## config.mk

```make
export PLATFORM = sky130hd
export DESIGN_NAME = usb_descriptor_walker_top
export DESIGN_NICKNAME = d
export VERILOG_FILES = /design/src/rtl/uwalk_pkg.sv /design/src/rtl/uwalk_core.sv /design/src/rtl/usb_descriptor_walker_top.sv
export SDC_FILE = /design/constraint.sdc
export NUM_CORES = 1
export LEC_CHECK = 0
export BUFFER_PORTS_ARGS = -buffer_cell sky130_fd_sc_hd__buf_2
export CORE_ASPECT_RATIO = 1.1
export CORE_MARGIN = 2
export CORE_UTILIZATION = 40
export CTS_CLUSTER_SIZE = 10
export DETAILED_ROUTE_END_ITERATION = 8
export MAX_ROUTING_LAYER = met4
export PLACE_DENSITY = 0.55
export SLEW_MARGIN = 20
export SYNTH_ARGS = -nofsm -noshare
export SYNTH_HDL_FRONTEND = slang
export SYNTH_HIERARCHICAL = 1
export SYNTH_SLANG_ARGS = --single-unit
```

## constraint.sdc

```tcl
create_clock -name i_clk -period 6.4 [get_ports i_clk]
set_input_delay 1.28 -clock i_clk [delete_from_list [all_inputs] [get_ports i_clk]]
set_output_delay 1.28 -clock i_clk [all_outputs]
set_load 0.03 [all_outputs]
```

## src/rtl/uwalk_pkg.sv

```systemverilog
`timescale 1ns / 1ps
// ----------------------------------------------------------------------------
// uwalk_pkg
// shared types and constants for the descriptor walker
// ----------------------------------------------------------------------------
package uwalk_pkg;

    localparam int unsigned POS_W     = 16;
    localparam int unsigned BYTE_W    = 8;
    localparam int unsigned ERR_W     = 2;
    localparam int unsigned OUT_W     = 56;

    localparam logic [BYTE_W-1:0] MIN_DESC_LEN = 8'd2;

    typedef enum logic [ERR_W-1:0] {
        ERR_NONE      = 2'd0,
        ERR_TRUNCATED = 2'd1,
        ERR_ZERO_LEN  = 2'd2
    } t_err;

    typedef struct packed {
        logic              at_end;
        t_err              error_code;
        logic [BYTE_W-1:0] byte_out;
        logic              byte_valid;
        logic [BYTE_W-1:0] rel_offset;
        logic [BYTE_W-1:0] desc_type;
        logic [BYTE_W-1:0] desc_length;
        logic [POS_W-1:0]  desc_offset;
        logic              desc_found;
    } t_result;

endpackage

```

## src/rtl/uwalk_core.sv

```systemverilog
`timescale 1ns / 1ps
// ----------------------------------------------------------------------------
// uwalk_core
// walk state and per-byte header checks, one beat per enabled cycle
// ----------------------------------------------------------------------------
module uwalk_core import uwalk_pkg::*; (
    input  logic              i_clk,
    input  logic              i_rst_n,
    input  logic              i_step,
    input  logic [POS_W-1:0]  i_total,
    input  logic [BYTE_W-1:0] i_data,
    input  logic              i_restart,
    output t_result           o_res
);

    logic [POS_W-1:0]  r_pos, n_pos;
    t_err              r_err, n_err;
    logic [POS_W-1:0]  r_start, n_start;
    logic [BYTE_W-1:0] r_len, n_len;
    logic [BYTE_W-1:0] r_type, n_type;

    logic [POS_W-1:0]  e_pos, e_start;
    t_err              e_err;
    logic [BYTE_W-1:0] e_len, e_type;
    logic [POS_W:0]    room;
    logic [POS_W-1:0]  rel;
    logic [POS_W:0]    rel_inc;

    always_comb begin
        e_pos   = i_restart ? '0 : r_pos;
        e_err   = i_restart ? ERR_NONE : r_err;
        e_start = i_restart ? '0 : r_start;
        e_len   = i_restart ? '0 : r_len;
        e_type  = i_restart ? '0 : r_type;

        room    = {1'b0, i_total} - {1'b0, e_pos};
        rel     = e_pos - e_start;
        rel_inc = {1'b0, rel} + {{POS_W{1'b0}}, 1'b1};

        n_pos   = e_pos;
        n_err   = e_err;
        n_start = e_start;
        n_len   = e_len;
        n_type  = e_type;

        o_res            = '0;
        o_res.byte_out   = i_data;

        if (e_err != ERR_NONE) begin
            // sticky error, hold position
        end else if (e_pos >= i_total) begin
            o_res.at_end = 1'b1;
        end else if (e_len == '0) begin
            if (room < {{(POS_W+1-BYTE_W){1'b0}}, MIN_DESC_LEN}) begin
                n_err = ERR_TRUNCATED;
            end else if (i_data < MIN_DESC_LEN) begin
                n_err = ERR_ZERO_LEN;
            end else if ({{(POS_W+1-BYTE_W){1'b0}}, i_data} > room) begin
                n_err = ERR_TRUNCATED;
            end else begin
                n_start           = e_pos;
                n_len             = i_data;
                n_type            = '0;
                n_pos             = e_pos + POS_W'(1);
                o_res.byte_valid  = 1'b1;
                o_res.desc_offset = e_pos;
                o_res.desc_length = i_data;
            end
        end else begin
            if (rel == 16'd1) begin
                n_type           = i_data;
                o_res.desc_found = 1'b1;
            end
            o_res.byte_valid  = 1'b1;
            o_res.desc_offset = e_start;
            o_res.desc_length = e_len;
            o_res.desc_type   = (rel == 16'd1) ? i_data : e_type;
            o_res.rel_offset  = rel[BYTE_W-1:0];
            n_pos             = e_pos + POS_W'(1);
            if (rel_inc >= {{(POS_W+1-BYTE_W){1'b0}}, e_len}) begin
                n_len = '0;
            end
        end
        o_res.error_code = n_err;
    end

    always_ff @(posedge i_clk) begin
        if (!i_rst_n) begin
            r_pos   <= '0;
            r_err   <= ERR_NONE;
            r_start <= '0;
            r_len   <= '0;
            r_type  <= '0;
        end else if (i_step) begin
            r_pos   <= n_pos;
            r_err   <= n_err;
            r_start <= n_start;
            r_len   <= n_len;
            r_type  <= n_type;
        end
    end

    a_err_holds_pos: assert property (@(posedge i_clk) disable iff (!i_rst_n)
        (i_step && !i_restart && r_err != ERR_NONE) |=> $stable(r_pos))
        else $error("position moved while error set");

    a_valid_no_err: assert property (@(posedge i_clk) disable iff (!i_rst_n)
        (i_step && o_res.byte_valid) |-> (o_res.error_code == ERR_NONE && !o_res.at_end))
        else $error("valid byte with error or end");

    a_found_rel: assert property (@(posedge i_clk) disable iff (!i_rst_n)
        (i_step && o_res.desc_found) |-> (o_res.rel_offset == 8'd1 && o_res.byte_valid))
        else $error("descriptor found off the type byte");

    a_step_pos: assert property (@(posedge i_clk) disable iff (!i_rst_n)
        (i_step && o_res.byte_valid) |=> (r_pos == $past(n_pos) && r_pos != '0))
        else $error("position not advanced on valid byte");

endmodule

```

## src/rtl/usb_descriptor_walker_top.sv

```systemverilog
`timescale 1ns / 1ps
// ----------------------------------------------------------------------------
// usb_descriptor_walker_top
// splits a descriptor buffer into length-prefixed descriptors, one byte a beat
// path: input register, then the walk core and the result register
// throughput: one beat per cycle while m_axis_tready does not stall the result register
// reset: synchronous active-low, clears walk state, total length and the valid flags of both stages
// ----------------------------------------------------------------------------
module usb_descriptor_walker_top import uwalk_pkg::*; (
    input  logic              i_clk,
    input  logic              i_rst_n,
    input  logic              i_cfg_wr_en,
    input  logic [POS_W-1:0]  i_cfg_wr_data,   // total_length
    input  logic              s_axis_tvalid,
    output logic              s_axis_tready,
    input  logic [BYTE_W-1:0] s_axis_tdata,    // [7:0] data_byte
    input  logic              s_axis_tuser,    // [0] restart
    output logic              m_axis_tvalid,
    input  logic              m_axis_tready,
    // [0] desc_found, [16:1] desc_offset, [24:17] desc_length, [32:25] desc_type,
    // [40:33] rel_offset, [41] byte_valid, [49:42] byte_out, [51:50] error_code,
    // [52] at_end, [55:53] zero
    output logic [OUT_W-1:0]  m_axis_tdata
);

    logic [POS_W-1:0]  r_total;
    logic              r_in_valid;
    logic [BYTE_W-1:0] r_in_data;
    logic              r_in_restart;
    logic              r_out_valid;
    t_result           r_out;
    t_result           step_res;
    logic              advance;
    logic              step;

    assign advance       = !r_out_valid || m_axis_tready;
    assign step          = r_in_valid && advance;
    assign s_axis_tready = !r_in_valid || advance;

    always_ff @(posedge i_clk) begin
        if (!i_rst_n) begin
            r_total <= '0;
        end else if (i_cfg_wr_en) begin
            r_total <= i_cfg_wr_data;
        end
    end

    always_ff @(posedge i_clk) begin
        if (!i_rst_n) begin
            r_in_valid <= 1'b0;
        end else if (s_axis_tready) begin
            r_in_valid <= s_axis_tvalid;
        end
    end

    always_ff @(posedge i_clk) begin
        if (s_axis_tready && s_axis_tvalid) begin
            r_in_data    <= s_axis_tdata;
            r_in_restart <= s_axis_tuser;
        end
    end

    uwalk_core u_core (
        .i_clk     (i_clk),
        .i_rst_n   (i_rst_n),
        .i_step    (step),
        .i_total   (r_total),
        .i_data    (r_in_data),
        .i_restart (r_in_restart),
        .o_res     (step_res)
    );

    always_ff @(posedge i_clk) begin
        if (!i_rst_n) begin
            r_out_valid <= 1'b0;
        end else if (advance) begin
            r_out_valid <= r_in_valid;
        end
    end

    always_ff @(posedge i_clk) begin
        if (step) begin
            r_out <= step_res;
        end
    end

    assign m_axis_tvalid = r_out_valid;
    assign m_axis_tdata  = {{(OUT_W - $bits(t_result)){1'b0}}, r_out};

endmodule
```

==> metrics.cfg, run 1 <==
[cells_and_area]
drive_gt1_share_pct=14.2
n_fill_cell=2049
area_delta_synth_final_pct=13.3
seqCellArea_sq_um=3220
final_cells=1241
num_antenna_cells=0
multi_input_area_sq_um=4570
fin_nets=1054
design_area_sq_um=9360

[floorplanning]
die-height_um=155
core_area_sq_um=20400
die_w_um=141
core.rowCount=55
start_util_pct=40.4
die_area_sq_um=21800
io_pins=88

[critical_path]
cp_slowest_stage_delay_ns=0.60
crit_top_cell=inv_1
path_buf_inv=4
worst_path_max_delay_cell=edfxtp_1
endpoint_kind=flip-flop
crit_chain=inv_1, nand2_1, inv_1, ha_1, inv_1, fa_1, a21oi_1, o22ai_1, nor2_1, xor2_1, ha_1, o2111ai_1, o311ai_0, and3_1, a31o_2, a21oi_2, and2_1, buf_4, nand3_1, o32ai_1
worst_ep_arrival_time_ns=5.88
cp_top_family=compound AO/OA/AOI/OAI gates
path_class=flip-flop to flip-flop
start_kind=flip-flop
worstPathRequired_ns=6.72
cp_max_fo=21

[global_route]
grt_max_degree=44
antenna_found_initial=0
grtUsageTotal_pct=21.0
grt_pass1_wl_um=35500
overflow=0
grt_pass1_vias=6634

[power_and_ir_drop]
p_leak_nw=3.66
ir_drop_mv=0.176
powerDensity_nw_per_um2=247

[timing]
finalSetupTns_ns=0
fmax_mhz=180
worst_pin_slew_ns=1.01
setup_viol=0
skew_ns=0.0103
hold_viol_final=0
grt_setup_unrepaired=false
min_period_ns=5.55
drv_slew=0
slew-limit-headroom_pct=32.0
layout_worst_path_cycle_share_pct=86.8

[synthesis]
synth_seq_cells=130
syn_area_sq_um=8260
avgSynthCellArea_sq_um=9.00
ys_types=80
synth_ff_type=dfxtp_1
seq_area_frac_synth_pct=39.0
syn_inst=918
synth_edf_count=62
yosys_warnings=6
synthArstFlopShare_pct=0

[clock_network]
insertion_delay_ns=0.43
cts_setup_buffers=0
cts_buffers=17
hold_buffers=0
cts_buffer_depth=2
cts-resized-gates=0
htreeDepth=4
clock_sinks=130
clk_pin_slew_ns=0.06
clockRootBuffer=clkbuf_16
cts_tree=done

[detailed_routing]
first_pass_iters=6
vias=7107
drc=0
ant_nets=0
routed_wl_um=22100
wire_per_inst_um=17.8
drtIter0Drc=554
viasPerCell=5.73

[place]
placed_cell_area_sq_um=8780
placed_cells=1209
dp_hpwl_um=16300
routabilityCongestion=0.927
numPortBuffers=84

[job]
max_cap_viol_count=0

[outcome]
status=complete, no violations

[hold_path]
hold_path.class=flip-flop to flip-flop

-- area by class of cell --
| type | count | share of cell area, % |
|---|---|---|
| clock buffer | 19 | 4.63 |
| multi-input combinational | 684 | 48.8 |
| sequential | 130 | 34.4 |
| timing repair buffer | 95 | 5.37 |
| clock inverter | 13 | 1.58 |
| inverter | 44 | 1.76 |
| tap | 256 | 3.42 |
-- flip-flops by register name, indices dropped and copies added, names as in the netlist --
| signal | flops |
|---|---|
| u_core/r_err | 2 |
| m_axis_tdata | 53 |
| u_core/r_len | 8 |
| u_core/r_start | 16 |
| r_in_valid | 1 |
| m_axis_tvalid | 1 |
| r_in_data | 8 |
| r_in_restart | 1 |
| u_core/r_type | 8 |
| r_total | 16 |
| u_core/r_pos | 16 |
-- logic make-up (layout without fill, tap and decap cells) --
kind of cell / after synthesis / in the layout / share of synthesized area, %
adder cells (fa/ha/maj): 52 / 52 / 8.06
flip-flops: 130 / 130 / 39.0
multiplexers: 25 / 25 / 3.04
AND/OR/NAND/NOR: 332 / 332 / 20.0
buffers and inverters: 106 / 171 / 5.88
AO/OA/AOI/OAI: 248 / 248 / 21.4
other: 1 / 3 / 0.0454
XOR/XNOR: 24 / 24 / 2.64
-- cell usage in the layout (no fill, tap or decap), drive strengths merged, types with 8 or more instances in the layout --
master,n
a211o,9
a211oi,9
a21o,11
a21oi,58
a22o,21
buf,95
clkbuf,19
dfxtp,68
edfxtp,62
ha,50
inv,50
mux2i,24
nand2,118
nand3,37
nand4,17
nor2,45
nor2b,36
nor3,18
nor4,8
o211ai,13
o21a,13
o21ai,29
o22ai,20
or3,9
xnor2,20
-- metrics by stage --
step / hold WS [ns] / util [%] / worst slack [ns] / power, mW
floorplan: 0.449 / - / 1.24 / 1.25
global placement: 0.461 / 43.0 / 0.950 / 1.36
detailed placement: 0.464 / 43.0 / 0.870 / 1.36
CTS: 0.485 / 45.8 / 0.825 / 2.33
global route: 0.501 / 45.8 / 0.351 / 2.41
finish: 0.484 / 45.8 / 0.846 / 2.31
-- final timing paths --
check / start / end / slack (ns) / depth (start not counted)
max: r_in_restart / u_core/r_start[4] / 0.85 / 20
min: u_core/r_type[5] / u_core/r_type[5] / 0.48 / 1
max reg2reg: r_in_restart / u_core/r_start[4] / 0.85 / 20
min reg2reg: u_core/r_type[5] / u_core/r_type[5] / 0.48 / 1
-- where the power goes --
| group | switching [mW] | internal (mW) |
|---|---|---|
| Sequential | 0.0220 | 0.907 |
| Clock | 0.388 | 0.580 |
| Combinational | 0.282 | 0.135 |
-- routing by layer --
metal | vias to the layer above | GRT usage (%) | routed length [um] | share of wire (%)
met3 | 20 | 3.34 | 1210 | 5.5
met2 | 216 | 33.0 | 10400 | 47
li1 | 3506 | - | - | -
met1 | 3365 | 28.3 | 10300 | 47
met5 | - | - | 0 | 0
met4 | 0 | 5.86 | 230 | 1.0
-- synth_stat cells, types with 24 or more instances --
| master | count | area share, % |
|---|---|---|
| a21oi_1 | 57 | 3.5 |
| clkbuf_1 | 37 | 1.7 |
| dfxtp_1 | 68 | 16 |
| edfxtp_1 | 62 | 23 |
| ha_1 | 50 | 7.6 |
| inv_1 | 44 | 2.0 |
| mux2i_1 | 24 | 2.9 |
| nand2_1 | 118 | 5.4 |
| nand3_1 | 37 | 2.2 |
| nor2_1 | 45 | 2.0 |
| nor2b_1 | 36 | 2.7 |
| o21ai_0 | 24 | 1.5 |
No activity file was read; power rests on OpenSTA's default activity.
==> inputs of run 2 (changes only) <==
--- a/config.mk
+++ b/config.mk
@@ -11,7 +11,7 @@
 export CORE_UTILIZATION = 40
 export CTS_CLUSTER_SIZE = 10
 export DETAILED_ROUTE_END_ITERATION = 8
-export MAX_ROUTING_LAYER = met4
+export GPL_ROUTABILITY_DRIVEN = 0
 export PLACE_DENSITY = 0.55
 export SLEW_MARGIN = 20
 export SYNTH_ARGS = -nofsm -noshare
==> metrics.cfg, run 2 (synthesis gave the netlist of run 1 again) <==
[timing]
finalSetupTns_ns=0  ; unchanged
hold_viol_final=0  ; unchanged
drv_slew=0  ; unchanged
slew-limit-headroom_pct=29.0  ; -3.0 points
setup_viol=0  ; unchanged
min_period_ns=5.51  ; -0.0483 ns
grt_setup_unrepaired=false
skew_ns=0.00741  ; -0.00290 ns
layout_worst_path_cycle_share_pct=86.0  ; -0.75 points
setup_ws_ns=0.894  ; +0.0483 ns
worst_pin_slew_ns=1.06  ; +0.0420 ns
fmax_mhz=182  ; +0.88%

[power_and_ir_drop]
ir_drop_mv=0.197  ; +12%
powerDensity_nw_per_um2=248  ; +0.32%
p_leak_nw=3.66  ; about the same
power_mw=2.33  ; +0.53%

[floorplanning]
core_area_sq_um=20400  ; unchanged
die_w_um=141  ; unchanged
start_util_pct=40.4  ; unchanged
die-height_um=155  ; unchanged
io_pins=88  ; unchanged
core.rowCount=55  ; unchanged
die_area_sq_um=21800  ; unchanged

[detailed_routing]
routed_wl_um=22100  ; -0.32%
viasPerCell=5.77  ; +0.71%
wire_per_inst_um=17.8  ; -0.40%
vias=7163  ; +0.79%
ant_nets=0  ; unchanged
drtIter0Drc=547  ; -1.3%
drc=0  ; unchanged
first_pass_iters=6  ; unchanged

[outcome]
status=complete, no violations

[cells_and_area]
num_antenna_cells=0  ; unchanged
largest_reg_flops=53  ; unchanged
n_fill_cell=2008  ; -2.0%
area_delta_synth_final_pct=13.5
final_common_cell=nand2_1
drive_gt1_share_pct=14.4  ; +0.19 points
fin_nets=1055  ; +0.095%
most-common-layout-cells=118 x nand2_1, 84 x buf_2, 68 x dfxtp_1

[clock_network]
cts_buffers=17  ; unchanged
clk_pin_slew_ns=0.06  ; about the same
insertion_delay_ns=0.43  ; about the same
htreeDepth=4  ; unchanged
cts_buffer_depth=2  ; unchanged
clockRootBuffer=clkbuf_16
cts-resized-gates=0  ; unchanged
clock_sinks=130  ; unchanged
cts_tree=done
cts_setup_buffers=0  ; unchanged
hold_buffers=0  ; unchanged

[critical_path]
worstPathRequired_ns=6.72  ; about the same
crit_chain=buf_4, nor2_1, inv_1, ha_1, a21oi_1, o21ai_0, nor2_1, a211o_1, ha_1, a21oi_1, o311ai_0, and3_1, a31o_2, a21oi_2, and2_1, buf_4, nand3_1, o32ai_1
worst_path_max_delay_cell=a21oi_2
cp_max_fo=28  ; +33%
worst_ep_arrival_time_ns=5.83  ; -0.05 ns
start_kind=flip-flop
cp_top_family=compound AO/OA/AOI/OAI gates
path_class=flip-flop to flip-flop
cp_slowest_stage_delay_ns=0.54  ; -0.06 ns
path_buf_inv=3  ; -1
endpoint_kind=flip-flop

[global_route]
grtUsageTotal_pct=20.4  ; -0.61 points
grt_max_degree=47  ; +6.8%
overflow=0  ; unchanged
grt_pass1_vias=6516  ; -1.8%
grt_pass1_wl_um=35300  ; -0.47%
antenna_found_initial=0  ; unchanged

[place]
numPortBuffers=84  ; unchanged
pre_cts_ws_ns=1.02  ; +0.145 ns
dp_hpwl_um=16300  ; about the same

[job]
max_cap_viol_count=0  ; unchanged

[hold_path]
hold_path.class=flip-flop to flip-flop

-- run 2: metal layers --
metal / part of all wire (%) / GRT usage, % / vias up
li1: - / - / 3514
met1: 47 / 28.6 / 3388
met2: 47 / 32.7 / 243
met3: 5.1 / 3.34 / 18
met4: 1.0 / 5.71 / 0
met5: 0 / 0 / -
-- run 2: stage by stage --
stage | utilization [%] | cell area (sq um) | hold WS [ns] | instances
final | 45.9 | 9380 | 0.476 | 1242
after global routing | 45.9 | 9380 | 0.504 | 1242
after CTS | 45.9 | 9380 | 0.476 | 1242
after detailed placement | 43.0 | 8790 | 0.463 | 1210
after global placement | 43.0 | 8790 | 0.462 | 1210
after floorplan | - | 8270 | 0.449 | 920
-- run 2: layout make-up --
| cell class | count | area [sq um] | area share (%) |
|---|---|---|---|
| clock buffers | 19 | 443 | 4.72 |
| well taps | 256 | 320 | 3.42 |
| flip-flops and latches | 130 | 3220 | 34.4 |
| clock inverters | 13 | 149 | 1.59 |
| inverters | 44 | 165 | 1.76 |
| multi-input cells | 684 | 4570 | 48.7 |
| repair buffers | 96 | 510 | 5.44 |
-- run 2: final timing paths --
| kind | slack, ns | cells past startpoint | start | to |
|---|---|---|---|---|
| max | 0.89 | 18 | r_in_restart | u_core/r_start[4] |
| min reg2reg | 0.48 | 2 | u_core/r_pos[1] | u_core/r_pos[1] |
| min | 0.48 | 2 | u_core/r_pos[1] | u_core/r_pos[1] |
| max reg2reg | 0.89 | 18 | r_in_restart | u_core/r_start[4] |
-- run 2: worst register-to-register path: stages, from the launching register on --
cell,delay [ns]
edfxtp_1,0.38
buf_4,0.24
nor2_1,0.35
inv_1,0.09
ha_1,0.40
a21oi_1,0.12
o21ai_0,0.45
nor2_1,0.08
a211o_1,0.34
ha_1,0.32
a21oi_1,0.16
o311ai_0,0.15
and3_1,0.20
a31o_2,0.23
a21oi_2,0.54
and2_1,0.22
buf_4,0.25
nand3_1,0.49
o32ai_1,0.40
-- run 2: report_power, final --
| group | internal, mW | total, mW | switching, mW |
|---|---|---|---|
| clock network | 0.590 | 0.979 | 0.390 |
| logic | 0.136 | 0.419 | 0.284 |
| registers | 0.907 | 0.927 | 0.0205 |
| total | 1.63 | 2.33 | 0.694 |
==> inputs of run 3 (changes only) <==
--- a/config.mk
+++ b/config.mk
@@ -8,11 +8,11 @@
 export BUFFER_PORTS_ARGS = -buffer_cell sky130_fd_sc_hd__buf_2
 export CORE_ASPECT_RATIO = 1.1
 export CORE_MARGIN = 2
-export CORE_UTILIZATION = 40
+export CORE_UTILIZATION = 45
 export CTS_CLUSTER_SIZE = 10
 export DETAILED_ROUTE_END_ITERATION = 8
 export GPL_ROUTABILITY_DRIVEN = 0
-export PLACE_DENSITY = 0.55
+export PLACE_DENSITY = 0.61
 export SLEW_MARGIN = 20
 export SYNTH_ARGS = -nofsm -noshare
 export SYNTH_HDL_FRONTEND = slang
==> metrics.cfg, run 3 (synthesis gave the netlist of run 1 again) <==
[critical_path]
cp_max_fo=42  ; +50%
rrSetupSlack_ns=1.24  ; +0.35 ns
critical_path.reg2reg.endpoint=u_core/r_len[6]
worstPathRequired_ns=6.72  ; about the same
endpoint_kind=flip-flop
cp-startpoint=r_in_restart
reg2reg_depth=17  ; -1
r2r_start=r_in_restart
setup.worst_path.end=u_core/r_len[6]
start_kind=flip-flop
path_class=flip-flop to flip-flop
worst_ep_arrival_time_ns=5.48  ; -0.35 ns

[global_route]
antenna_found_initial=0  ; unchanged
grt_max_degree=79  ; +68%
grtUsageTotal_pct=21.8  ; +1.4 points
grt_pass1_vias=6565  ; +0.75%
grt_pass1_wl_um=34000  ; -3.6%
overflow=0  ; unchanged

[power_and_ir_drop]
powerDensity_nw_per_um2=250  ; +0.91%
p_seq_share_pct=39.5  ; -0.4 points
p_leak_nw=3.68  ; +0.51%
intPower_mw=1.66  ; +2.0%
power_frac_comb_pct=17.8  ; -0.2 points
swShare_pct=29.2  ; -0.64 points
power.switching_mw=0.686  ; -1.1%
ir_drop_mv=0.182  ; -7.8%
p_clk_share_pct=42.8  ; +0.7 points

[floorplanning]
io_pins=88  ; unchanged
die_area_sq_um=19500  ; -11%
core_area_sq_um=17900  ; -13%
die-height_um=146  ; -5.6%
die_w_um=133  ; -5.6%
core.rowCount=51  ; -7.3%
start_util_pct=46.2  ; +5.8 points

[job]
max_cap_viol_count=0  ; unchanged

[clock_network]
cts_setup_buffers=0  ; unchanged
hold_buffers=0  ; unchanged
clk_pin_slew_ns=0.06  ; about the same
clockRootBuffer=clkbuf_16
clock_sinks=130  ; unchanged
htreeDepth=4  ; unchanged
cts_buffers=17  ; unchanged
cts-resized-gates=0  ; unchanged
cts_buffer_depth=2  ; unchanged
cts_tree=done
insertion_delay_ns=0.42  ; about the same

[detailed_routing]
highest_layer=met4
drtIter0Drc=623  ; +14%
wl_met3_um=1040  ; -7.2%
first_pass_iters=5  ; -1
vias=7200  ; +0.52%
wl_met2_um=9840  ; -4.7%
viasPerCell=5.87  ; +1.8%
wire_per_inst_um=17.4  ; -2.0%
ant_nets=0  ; unchanged
drc=0  ; unchanged
wl_met1_um=10000  ; -3.6%
routed_wl_um=21300  ; -3.3%

[timing]
setup_viol=0  ; unchanged
layout_worst_path_cycle_share_pct=80.6  ; -5.4 points
skew_ns=0.0129  ; +0.00549 ns
worst_pin_slew_ns=1.01  ; -0.0453 ns
setup_ws_ns=1.24  ; +0.346 ns
fmax_mhz=194  ; +6.7%
grt_setup_unrepaired=false
min_period_ns=5.16  ; -0.346 ns
drv_slew=0  ; unchanged
finalSetupTns_ns=0  ; unchanged
slew-limit-headroom_pct=32.1  ; +3.1 points
hold_viol_final=0  ; unchanged

[cells_and_area]
final_common_cell=nand2_1
most-common-layout-cells=118 x nand2_1, 84 x buf_2, 68 x dfxtp_1
drive_gt1_share_pct=14.5  ; +0.072 points
area_delta_synth_final_pct=13.7
largest_reg_flops=53  ; unchanged
num_antenna_cells=0  ; unchanged
final_cells=1226  ; -1.3%
fin_nets=1057  ; +0.19%
n_fill_cell=1710  ; -15%

[hold_path]
hold_path.class=flip-flop to flip-flop
whs_path_depth=1  ; -1

[place]
numPortBuffers=84  ; unchanged
placed_cells=1194  ; -1.3%
pre_cts_ws_ns=1.39  ; +0.372 ns
dp_hpwl_um=15500  ; -5.0%

[outcome]
status=complete, no violations

run 3: critical path: stages (launching register included):
cell      delay [ns]
edfxtp_1        0.40
inv_1           0.09
buf_4           0.42
nand2_1         0.11
ha_1            0.36
a21o_1          0.20
a31oi_1         0.32
a21oi_1         0.24
xnor2_1         0.63
nand3_1         0.19
xnor2_1         0.19
ha_1            0.34
a21oi_1         0.16
o21ai_0         0.12
or3_1           0.37
a211oi_2        0.47
nor2_1          0.16
o311ai_1        0.26
run 3: per-layer routing:
| layer | vias up | GRT usage (%) |
|---|---|---|
| met5 | - | 0 |
| met3 | 35 | 3.58 |
| met4 | 0 | 8.35 |
| met2 | 258 | 33.7 |
| li1 | 3505 | - |
| met1 | 3402 | 30.8 |
run 3: final cells by class:
cell class,instances,area (sq um),share of cell area [%]
Clock inverter,14,181,1.93
Multi-Input combinational cell,684,4570,48.6
Tap cell,238,298,3.17
Inverter,44,165,1.76
Timing Repair Buffer,98,526,5.60
Clock buffer,18,429,4.57
Sequential cell,130,3220,34.3
run 3: power groups by stage:
stage	registers, mW	clock network [mW]	logic (mW)
after detailed placement	0.945	0	0.410
after global placement	0.945	0	0.410
final	0.927	1.01	0.417
after floorplan	0.974	0	0.273
after CTS	0.927	1.03	0.412
after global routing	0.931	1.06	0.455
run 3: stage by stage:
step | hold slack [ns] | power [mW] | instance area [sq um] | util, %
floorplan | 0.449 | 1.25 | 8270 | -
global placement | 0.463 | 1.35 | 8780 | 49.1
detailed placement | 0.466 | 1.35 | 8780 | 49.1
CTS | 0.484 | 2.37 | 9390 | 52.6
global route | 0.512 | 2.45 | 9390 | 52.6
finish | 0.486 | 2.35 | 9390 | 52.6
run 3: worst min-delay path by stage:
stage | start | end | slack (ns)
finish | u_core/r_type[6] | u_core/r_type[6] | 0.49
global route | u_core/r_type[3] | u_core/r_type[3] | 0.51
CTS | u_core/r_type[3] | u_core/r_type[3] | 0.48
detailed placement | u_core/r_type[1] | u_core/r_type[1] | 0.47
global placement | u_core/r_type[5] | u_core/r_type[5] | 0.46
floorplan | u_core/r_type[0] | u_core/r_type[0] | 0.45
